==> src/hw/rtl/chkht_pkg.sv <==
package chkht_pkg;

	localparam int DEF_BUCKETS = 128;
	localparam int DEF_WAYS    = 4;
	localparam int COORD_W     = 32;
	localparam int KEY_W       = 2 * COORD_W;
	localparam int HASH_W      = 32;
	localparam int HANDLE_W    = 9;
	localparam logic [HASH_W-1:0] HASH_MUL = 32'd5000;

	typedef enum logic [1:0] {
		KIND_INSERT = 2'd0,
		KIND_LOOKUP = 2'd1,
		KIND_REMOVE = 2'd2
	} kind_t;

	typedef enum logic [1:0] {
		ST_OK       = 2'd0,
		ST_PRESENT  = 2'd1,
		ST_NOTFOUND = 2'd2,
		ST_FULL     = 2'd3
	} status_t;

	typedef struct packed {
		status_t               status;
		logic [HANDLE_W-1:0]   handle;
		logic                  write;
	} match_res_t;

endpackage

==> src/hw/rtl/chkht_bucket.sv <==
module chkht_bucket #(
	parameter int BUCKETS = chkht_pkg::DEF_BUCKETS,
	localparam int BUCKET_W = $clog2(BUCKETS)
) (
	input  logic                                 clk,
	input  logic                                 arst_n,
	input  logic                                 load,
	input  logic signed [chkht_pkg::COORD_W-1:0] x_coord,
	input  logic signed [chkht_pkg::COORD_W-1:0] y_coord,
	output logic                                 done,
	output logic [BUCKET_W-1:0]                  bucket
);

	localparam int  HASH_W = chkht_pkg::HASH_W;
	localparam bit  POW2   = (BUCKETS & (BUCKETS - 1)) == 0;

	logic [HASH_W-1:0] hash_now;

	assign hash_now = HASH_W'($unsigned(x_coord))
		+ HASH_W'($unsigned(y_coord)) * chkht_pkg::HASH_MUL;

	if (POW2) begin : g_mask
		assign done   = load;
		assign bucket = hash_now[BUCKET_W-1:0];
	end else begin : g_recip
		localparam logic [HASH_W-1:0] RECIP   = HASH_W'((64'd1 << HASH_W) / 64'(BUCKETS));
		localparam logic [HASH_W-1:0] DIVISOR = HASH_W'(BUCKETS);

		logic                  v_s1;
		logic                  v_s2;
		logic                  v_s3;
		logic [HASH_W-1:0]     h_s1;
		logic [HASH_W-1:0]     h_s2;
		logic [2*HASH_W-1:0]   prod_s2;
		logic [BUCKET_W:0]     rem_s3;
		logic [HASH_W-1:0]     quot;
		logic [HASH_W-1:0]     rem_wide;

		// reciprocal quotient is low by at most one, one final subtract
		assign quot     = prod_s2[2*HASH_W-1:HASH_W];
		assign rem_wide = h_s2 - quot * DIVISOR;

		assign done   = v_s3;
		assign bucket = (rem_s3 >= (BUCKET_W+1)'(BUCKETS))
			? BUCKET_W'(rem_s3 - (BUCKET_W+1)'(BUCKETS)) : BUCKET_W'(rem_s3);

		always_ff @(posedge clk or negedge arst_n) begin
			if (!arst_n) begin
				v_s1 <= 1'b0;
				v_s2 <= 1'b0;
				v_s3 <= 1'b0;
			end else begin
				v_s1 <= load;
				v_s2 <= v_s1;
				v_s3 <= v_s2;
			end
		end

		always_ff @(posedge clk) begin
			if (load) begin
				h_s1 <= hash_now;
			end
			if (v_s1) begin
				h_s2    <= h_s1;
				prod_s2 <= (2*HASH_W)'(h_s1) * (2*HASH_W)'(RECIP);
			end
			if (v_s2) begin
				rem_s3 <= rem_wide[BUCKET_W:0];
			end
		end
	end

endmodule

==> config.mk <==
export PLATFORM = sky130hd
export DESIGN_NAME = chkht_bucket
export DESIGN_NICKNAME = d
export VERILOG_FILES = /design/src/hw/rtl/chkht_pkg.sv /design/src/hw/rtl/chkht_bucket.sv
export SDC_FILE = /design/constraint.sdc
export NUM_CORES = 1
export LEC_CHECK = 0
export ABC_AREA = 1
export BUFFER_PORTS_ARGS = -buffer_cell sky130_fd_sc_hd__buf_2
export CORE_AREA = 4 4 41 43
export DETAILED_ROUTE_END_ITERATION = 10
export DIE_AREA = 0 0 45 47
export PLACE_DENSITY = 0.8
export REMOVE_ABC_BUFFERS = 1
export SLEW_MARGIN = 40
export SYNTH_ARGS = -nofsm -noshare
export SYNTH_HDL_FRONTEND = slang
export SYNTH_SLANG_ARGS = --single-unit
export TNS_END_PERCENT = 50
==> constraint.sdc <==
create_clock -name vclk -period 1.4
set_input_delay 0.21 -clock vclk [all_inputs]
set_output_delay 0.21 -clock vclk [all_outputs]
set_load 0.01 [all_outputs]
==> qor.csv <==
stage,metric,value,unit
final_layout,layout cells sized above 1,48.39,%
timing,post-layout min period,1347,ps
floorplanning,I/O pin total,75,
final_layout,fillers,155,
synthesis,Ys Warns,0,
placement,input/output buffers,12,
critical_path,"Req. time, crit path",1190,ps
pwr,Combinational Power Share,100.0,%
timing,max-slew violations,0,
global_routing,Top Usage Layer GRT,met2,
timing,Hold Slack,420.0,ps
run_status,run status,"complete, no violations",
synthesis,syn avg cell area,6.637,um2
timing,crit share post-route,96.23,%
floorplanning,Initial Util,11.73,%
timing,setup ws final,52.75,ps
critical_path,CP startpoint kind,primary input,
synthesis,Synth top area share,24.59,%
final_layout,area growth from synthesis to layout,43.44,%
timing,Tightest Pin Transition,112.8,ps
synthesis,most instantiated library cell after synthesis,nand2_1,
final_layout,Reg area,0,um2
pwr,Clock Power Share,0,%
synthesis,cell taking the most area after synthesis,ha_1,
final_layout,fin cells,46,
final_layout,ANT cells,0,
floorplanning,Core Area,0.001301,mm2
critical_path,critical path type,primary input to output pin,
final_layout,Final nets,104,
timing,final setup vio count,0,
final_layout,# clk buffers,0,
synthesis,sequential fraction of the synthesis area,0,%
timing,RSZ-0062 raised after global routing,false,
global_routing,first-pass GRT wire length,627,um
global_routing,met1 Use GR,4.299,%
floorplanning,Std-Cell Rows,13,
flow_run,Max-cap violations,0,
pwr,VDD IR max,0.1101,mV
placement,Detail Placement HPWL,348,um
pwr,Power Total,78.40,uW
synthesis,Synth top cells by count,"nand2_1 (8), buf_4 (4), ha_1 (3), inv_1 (3)",
detailed_routing,drc violations,0,
pwr,Sw Ratio,51.68,%
global_routing,GRT overflow,0,
global_routing,gr usage total,3.864,%
global_routing,GR Util met3,3.831,%
final_layout,FFs & Latches,0,
clock_tree,Post-CTS Setup Bufs,0,
pwr,Net Sw Power,40.52,uW
synthesis,synthesized area,152.6,um2
detailed_routing,post-DR vias/cell,3.370,
timing,final hold vios,0,
critical_path,CP Capture Type,output pin,
min_path,Hold WC Path Type,primary input to output pin,
pwr,Flop pwr share,0,%
placement,GP Congestion,0.6430,
floorplanning,die height,47,um
synthesis,Syn Inst Count,23,
global_routing,M2 GR Usage,5.650,%
global_routing,number of global-route vias before repair,165,
pwr,PwrDens,358.1,mW/mm2
synthesis,"top cells by area, synth","ha_1 (25%), buf_4 (20%), nand2_1 (20%)",
pwr,internal power,37.89,uW
critical_path,Critical Path Fanout Max,2,
floorplanning,DIE AREA,0.002115,mm2
timing,setup TNS,0,ps
floorplanning,Chip Width,45,um
critical_path,crit path DAT,1140,ps
placement,Setup WS pre-CTS,0.02798,ps
detailed_routing,Starting DRT DRC Count,2,
global_routing,largest net degree at the start of global routing,3,
timing,timing-limited maximum frequency,742.3,MHz
detailed_routing,Final ANT Viol Nets,0,
timing,headroom to the max-slew limit,92.46,%
global_routing,initial antenna violation count,0,
detailed_routing,vias post-DR,155,
detailed_routing,final WL,371,um
detailed_routing,Pre-antenna DRT Iters,3,
pwr,Static Leak,0.0001255,uW
placement,dpl cells,46,
synthesis,post-synth cell types,9,
detailed_routing,DR WL/cell,8.065,um
[routing by layer]
layer / vias to the layer above / share of wire (%)
met1: 55 / 41
met3: 0 / 30
met2: 18 / 28
met4: 0 / 0
li1: 82 / -
met5: - / 0
[worst max-delay path, stage by stage]
cell,delay [ps]
buf_2,100
ha_2,190
fa_2,510
buf_2,120
[repair_timing]
| item | 4_1_cts | 5_1_grt |
|---|---|---|
| setup endpoints to repair | 1 | 3 |
| hold buffers | 0 | 0 |
| resized for setup | 1 | 2 |
| hold endpoints to repair | 0 | 0 |
[final timing paths]
check | startpoint | end | slack (ps) | cells past startpoint
setup / recovery | x_coord[3] | bucket[4] | 50 | 4
hold / removal | load | done | 420 | 0
[cell families (layout without fill, tap and decap cells)]
kind of cell  count (synthesis)  in the layout  share of synthesized area, %
xor+xnor                      1              1                         5.739
fa+ha+maj                     4              4                         37.71
buf+inv                       7             15                         27.05
simple gates                 11             11                         29.51
[power by group through the flow]
| stage | clock network, uW | registers (uW) | logic (uW) |
|---|---|---|---|
| floorplan | 0 | 0 | 42.1 |
| global placement | 0 | 0 | 72.4 |
| detailed placement | 0 | 0 | 74.4 |
| finish | 0 | 0 | 78.4 |
| global route | 0 | 0 | 91.0 |
| CTS | 0 | 0 | 75.7 |
[layout make-up]
type,count,area [um2],share of cell area [%]
well taps,15,18.77,8.571
repair buffers,12,60.06,27.43
inverters,3,11.26,5.143
multi-input cells,16,128.9,58.86
[through the flow]
stage / cell area, um2 / util [%]
after floorplan: 122.6 / -
after global placement: 201.4 / 15.48
after detailed placement: 201.4 / 15.48
after CTS: 203.9 / 15.67
after global routing: 219.0 / 16.83
final: 219.0 / 16.83
[cells in the final DEF (no fill, tap or decap)]
cell and instances:
nand3_1 1, ha_1 1, nand2_1 8, ha_2 1
inv_1 3, fa_2 1, or2_1 1, nor2_1 1
xor2_1 1, ha_4 1, buf_2 12
No activity file was read; power rests on OpenSTA's default activity.
