File: config.mk
export PLATFORM = sky130hd
export DESIGN_NAME = chkht_match
export DESIGN_NICKNAME = d
export VERILOG_FILES = /design/src/hw/rtl/chkht_pkg.sv /design/src/hw/rtl/chkht_match.sv
export SDC_FILE = /design/constraint.sdc
export NUM_CORES = 1
export LEC_CHECK = 0
export ABC_AREA = 0
export BUFFER_PORTS_ARGS = -buffer_cell sky130_fd_sc_hd__buf_2
export CAP_MARGIN = 0
export CORE_AREA = 4 4 233 235
export DETAILED_ROUTE_END_ITERATION = 10
export DIE_AREA = 0 0 237 239
export GPL_TIMING_DRIVEN = 0
export MAX_ROUTING_LAYER = met4
export PLACE_DENSITY = 0.37
export SYNTH_ARGS = -nofsm -noshare
export SYNTH_HDL_FRONTEND = slang
export SYNTH_SLANG_ARGS = --single-unit
File: constraint.sdc
create_clock -name vclk -period 3.72
set_clock_uncertainty 0.2 [all_clocks]
set_input_delay 0.372 -clock vclk [all_inputs]
set_output_delay 0.372 -clock vclk [all_outputs]
set_load 0.03 [all_outputs]
File: src/hw/rtl/chkht_pkg.sv
package chkht_pkg;

	localparam int DEF_BUCKETS = 128;
	localparam int DEF_WAYS    = 4;
	localparam int COORD_W     = 32;
	localparam int KEY_W       = 2 * COORD_W;
	localparam int HASH_W      = 32;
	localparam int HANDLE_W    = 9;
	localparam logic [HASH_W-1:0] HASH_MUL = 32'd5000;

	typedef enum logic [1:0] {
		KIND_INSERT = 2'd0,
		KIND_LOOKUP = 2'd1,
		KIND_REMOVE = 2'd2
	} kind_t;

	typedef enum logic [1:0] {
		ST_OK       = 2'd0,
		ST_PRESENT  = 2'd1,
		ST_NOTFOUND = 2'd2,
		ST_FULL     = 2'd3
	} status_t;

	typedef struct packed {
		status_t               status;
		logic [HANDLE_W-1:0]   handle;
		logic                  write;
	} match_res_t;

endpackage

File: src/hw/rtl/chkht_match.sv
module chkht_match #(
	parameter int BUCKETS = chkht_pkg::DEF_BUCKETS,
	parameter int WAYS    = chkht_pkg::DEF_WAYS,
	localparam int BUCKET_W = $clog2(BUCKETS),
	localparam int ROW_W    = WAYS * (chkht_pkg::KEY_W + 1)
) (
	input  logic [1:0]                    kind,
	input  logic [chkht_pkg::KEY_W-1:0]   key,
	input  logic [BUCKET_W-1:0]           bucket,
	input  logic [ROW_W-1:0]              row,
	output chkht_pkg::match_res_t         res,
	output logic [ROW_W-1:0]              new_row
);

	localparam int KEY_W  = chkht_pkg::KEY_W;
	localparam int KEYS_W = WAYS * KEY_W;
	localparam int WAY_W  = (WAYS > 1) ? $clog2(WAYS) : 1;
	localparam int SLOT_W = $clog2(BUCKETS * WAYS);
	localparam int HW     = chkht_pkg::HANDLE_W;

	logic [WAYS-1:0]   vld;
	logic [WAYS-1:0]   eq;
	logic              hit;
	logic              have_free;
	logic [WAY_W-1:0]  hit_way;
	logic [WAY_W-1:0]  free_way;
	logic [WAY_W-1:0]  sel_way;
	logic [SLOT_W-1:0] slot;
	logic [SLOT_W+HW-1:0] slot_ext;

	always_comb begin
		hit       = 1'b0;
		have_free = 1'b0;
		hit_way   = '0;
		free_way  = '0;
		for (int w = WAYS - 1; w >= 0; w--) begin
			vld[w] = row[KEYS_W + w];
			eq[w]  = vld[w] && (row[w*KEY_W +: KEY_W] == key);
			if (eq[w]) begin
				hit     = 1'b1;
				hit_way = WAY_W'(w);
			end
			if (!vld[w]) begin
				have_free = 1'b1;
				free_way  = WAY_W'(w);
			end
		end
	end

	always_comb begin
		sel_way = hit_way;
		new_row = row;
		res.write  = 1'b0;
		res.status = chkht_pkg::ST_NOTFOUND;
		case (kind)
			chkht_pkg::KIND_INSERT: begin
				sel_way = free_way;
				if (hit) begin
					res.status = chkht_pkg::ST_PRESENT;
				end else if (!have_free) begin
					res.status = chkht_pkg::ST_FULL;
				end else begin
					res.status = chkht_pkg::ST_OK;
					res.write  = 1'b1;
					new_row[KEYS_W + 32'(free_way)] = 1'b1;
					new_row[32'(free_way)*KEY_W +: KEY_W] = key;
				end
			end
			chkht_pkg::KIND_REMOVE: begin
				if (hit) begin
					res.status = chkht_pkg::ST_OK;
					res.write  = 1'b1;
					new_row[KEYS_W + 32'(hit_way)] = 1'b0;
				end
			end
			default: begin
				if (hit) begin
					res.status = chkht_pkg::ST_OK;
				end
			end
		endcase
		slot     = SLOT_W'(bucket) * SLOT_W'(WAYS) + SLOT_W'(sel_way);
		slot_ext = (SLOT_W+HW)'(slot);
		res.handle = (res.status == chkht_pkg::ST_OK) ? slot_ext[HW-1:0] : '0;
	end

endmodule

==> impl_table.tex <==
\begin{tabular}{lr}
\hline
Metric & Value \\
\hline
\multicolumn{2}{l}{\textbf{Cells and area}} \\
Leading cell types in the layout, fill and taps excluded & 440 x sky130\_fd\_sc\_hd\_\_buf\_2, 256 x sky130\_fd\_sc\_hd\_\_inv\_1, 247 x sky130\_fd\_sc\_hd\_\_nand2\_1, 186 x sky130\_fd\_sc\_hd\_\_mux2i\_1, 161 x sky130\_fd\_sc\_hd\_\_xnor2\_1 \\
Post-route non-filler standard cell count & 2605 \\
Clock buf count & 0 \\
Most common cell after layout, fill and taps aside & sky130\_fd\_sc\_hd\_\_buf\_2 \\
Seq\_cells & 0 \\
Share of post-route cells with drive strength above 1 & 0.426 \\
Area Overhead vs Synth & 65.0\% \\
Number of nets in the layout & 2254 \\
Reg area & 0 um\^{}2 \\
Final design utilization & 0.271 \\
Filler Cells Inserted & 5988 \\
\multicolumn{2}{l}{\textbf{Drt}} \\
Number of nets still failing antenna checks after routing & 0 \\
Detail-routed net length per standard cell & 31.7 um \\
Number of remaining DRC errors & 0 \\
DRC marker count from the first detailed-route iteration & 740 \\
Final wirelength & 82600 um \\
Number of iterations in the first detailed-routing pass & 5 \\
Total number of vias & 12100 \\
Vias per std cell & 4.63 \\
\multicolumn{2}{l}{\textbf{Yosys}} \\
Post-synthesis cell area & 0.00859 mm\^{}2 \\
Largest cells by area after synthesis & sky130\_fd\_sc\_hd\_\_mux2i\_1 27\%, sky130\_fd\_sc\_hd\_\_xnor2\_1 18\%, sky130\_fd\_sc\_hd\_\_inv\_1 11\% \\
Number of different library cells in the post-synthesis netlist & 54 \\
Mapped Avg Cell Area & 6.40 um\^{}2 \\
Number of warning messages in the yosys log & 0 \\
Sequential cell area fraction in the yosys report & 0 \\
Top cell type's share of synthesized area & 0.273 \\
Largest area contributor in the synthesized netlist & sky130\_fd\_sc\_hd\_\_mux2i\_1 \\
Synthesized instance count & 1343 \\
Post-Synthesis Net Count & 1683 \\
\multicolumn{2}{l}{\textbf{Pwr}} \\
Ratio of total power to cell area & 156 mW/mm\^{}2 \\
Maximum resistive drop on vdd & 74.8 uV \\
Design Power & 2.22 mW \\
Static Leakage & 6.32 nW \\
\multicolumn{2}{l}{\textbf{Floorplan}} \\
Die outline height & 239 um \\
Standard cell core area & 0.0522 mm\^{}2 \\
Full die area & 0.0566 mm\^{}2 \\
Cell Rows & 84 \\
Die width & 237 um \\
Effective utilization at floorplan & 0.164 \\
\# IOs & 605 \\
\multicolumn{2}{l}{\textbf{Critical path}} \\
Worst stage delay on the critical path & 480 ps \\
Series of cell instances along the critical path & buf\_2 -> xnor2\_2 -> nand4\_1 -> nor4\_2 -> nand4\_1 -> buf\_4 -> o22ai\_4 -> nor4\_1 -> buf\_4 -> buf\_8 -> mux2\_4 -> buf\_2 \\
Req. time, crit path & 3150 ps \\
Signal arrival time at the worst endpoint & 3210 ps \\
Destination of the critical timing path & new\_row[35] \\
Nature of the critical path endpoint & output pin \\
Worst Path Class, Setup & input pin to output pin \\
Worst setup SP type & input pin \\
Worst-path fanout max & 10 \\
Startpoint of the most critical setup path & key[63] \\
Slowest cell on the critical path & sky130\_fd\_sc\_hd\_\_xnor2\_2 \\
\multicolumn{2}{l}{\textbf{Global routing}} \\
Global route overflow & 0 \\
Via count of the first global-routing pass & 12400 \\
Largest net degree at the start of global routing & 13 \\
First-pass GRT wire length & 107000 um \\
Initial antenna violation count & 4 \\
All-Layer GR Usage & 0.281 \\
\multicolumn{2}{l}{\textbf{STA}} \\
Transition time at the pin with the least slew margin & 701 ps \\
Setup repair after global routing missed its margin & yes \\
Min Tclk post-route & 3780 ps \\
Final worst-path setup slack & -59.3 ps \\
Final number of setup-violating endpoints & 30 \\
Worst max-slew margin expressed relative to the limit & 0.532 \\
Highest clock rate & 265 MHz \\
Final-report max-slew violation count & 0 \\
Final worst path period share & 1.02 \\
Final Hold Violating Endpoints & 0 \\
\multicolumn{2}{l}{\textbf{Min path}} \\
Class of the worst hold path & input pin to output pin \\
\multicolumn{2}{l}{\textbf{Placement}} \\
GPL Wtd Cong & 0.931 \\
Instance count after placement with tap cells included & 2578 \\
Post-placement worst setup slack & -2000 ps \\
HPWL Detailed & 68700 um \\
Number of port buffers & 545 \\
\multicolumn{2}{l}{\textbf{Outcome}} \\
Run status & finished, violations left \\
Failing checks & negative setup slack \\
\multicolumn{2}{l}{\textbf{Flow run}} \\
Maximum Capacitance Violations & 0 \\
\multicolumn{2}{l}{\textbf{Clock network}} \\
CTS Hold Buffers Added & 0 \\
\hline
\end{tabular}
[layout make-up]
class | count | area [um^2] | share of cell area
Antenna cell | 5 | 12.5 | 0.000883
Buffer | 121 | 987 | 0.0696
Timing Repair Buffer | 571 | 3430 | 0.242
Tap cell | 688 | 861 | 0.0607
Inverter | 258 | 973 | 0.0687
Multi-Input combinational cell | 962 | 7910 | 0.558
[worst max-delay path, delay by kind of cell]
family / cells / cell delay [ps]
compound gates: 1 / 200
buf+inv: 5 / 990
mux: 1 / 340
xor+xnor: 1 / 480
simple gates: 4 / 800
[logic make-up (layout without fill, tap and decap cells)]
kind of cell	Yosys count	count (layout)	share of synthesized area
other	0	5	0
multiplexers	256	256	0.308
AO/OA/AOI/OAI	85	85	0.0774
buffers and inverters	381	950	0.181
adder cells (fa/ha/maj)	7	7	0.0102
AND/OR/NAND/NOR	427	427	0.233
XOR/XNOR	187	187	0.191
[layer usage]
metal | GRT usage | up-vias | share of wire
met5 | - | - | 0
met4 | 0.0495 | 0 | 0.026
met3 | 0.0258 | 79 | 0.052
met2 | 0.494 | 629 | 0.49
met1 | 0.355 | 5881 | 0.43
li1 | - | 5468 | -
[through the flow]
step	setup TNS [ps]	hold slack (ps)	area (um^2)
after floorplan	0	654	8590
after global placement	-450540	858	12200
after detailed placement	-460020	857	12200
after CTS	-572	859	13500
after global routing	-6080	865	14200
final	-638	865	14200
[what timing repair did]
item,4_1_cts,5_1_grt
cloned,2,1
gates resized for setup,303,236
endpoints found under the setup margin,272,240
buffers inserted,18,4
pin swaps,18,3
[worst min path at each step]
stage	cells past startpoint	to	slack, ps	from
after floorplan	1	res[0]	650	kind[0]
after global placement	3	res[0]	860	kind[0]
after detailed placement	3	res[0]	860	kind[0]
after CTS	3	res[0]	860	kind[0]
after global routing	3	res[0]	870	kind[0]
final	3	res[0]	860	kind[0]
[synth_stat cells, types with 15 or more instances]
cell / count
sky130_fd_sc_hd__nand4_1: 45
sky130_fd_sc_hd__clkbuf_1: 38
sky130_fd_sc_hd__nor4_1: 27
sky130_fd_sc_hd__xnor2_1: 178
sky130_fd_sc_hd__nand2b_1: 36
sky130_fd_sc_hd__mux2i_1: 234
sky130_fd_sc_hd__nand2_1: 248
sky130_fd_sc_hd__inv_1: 257
sky130_fd_sc_hd__mux2_4: 15
sky130_fd_sc_hd__buf_2: 79
sky130_fd_sc_hd__nor3_1: 24
[report_power, final]
part	internal (mW)	switching [mW]
registers	0	0
clock network	0.000000129	0
logic	0.765	1.45
Power figures use the tool's default switching activity.
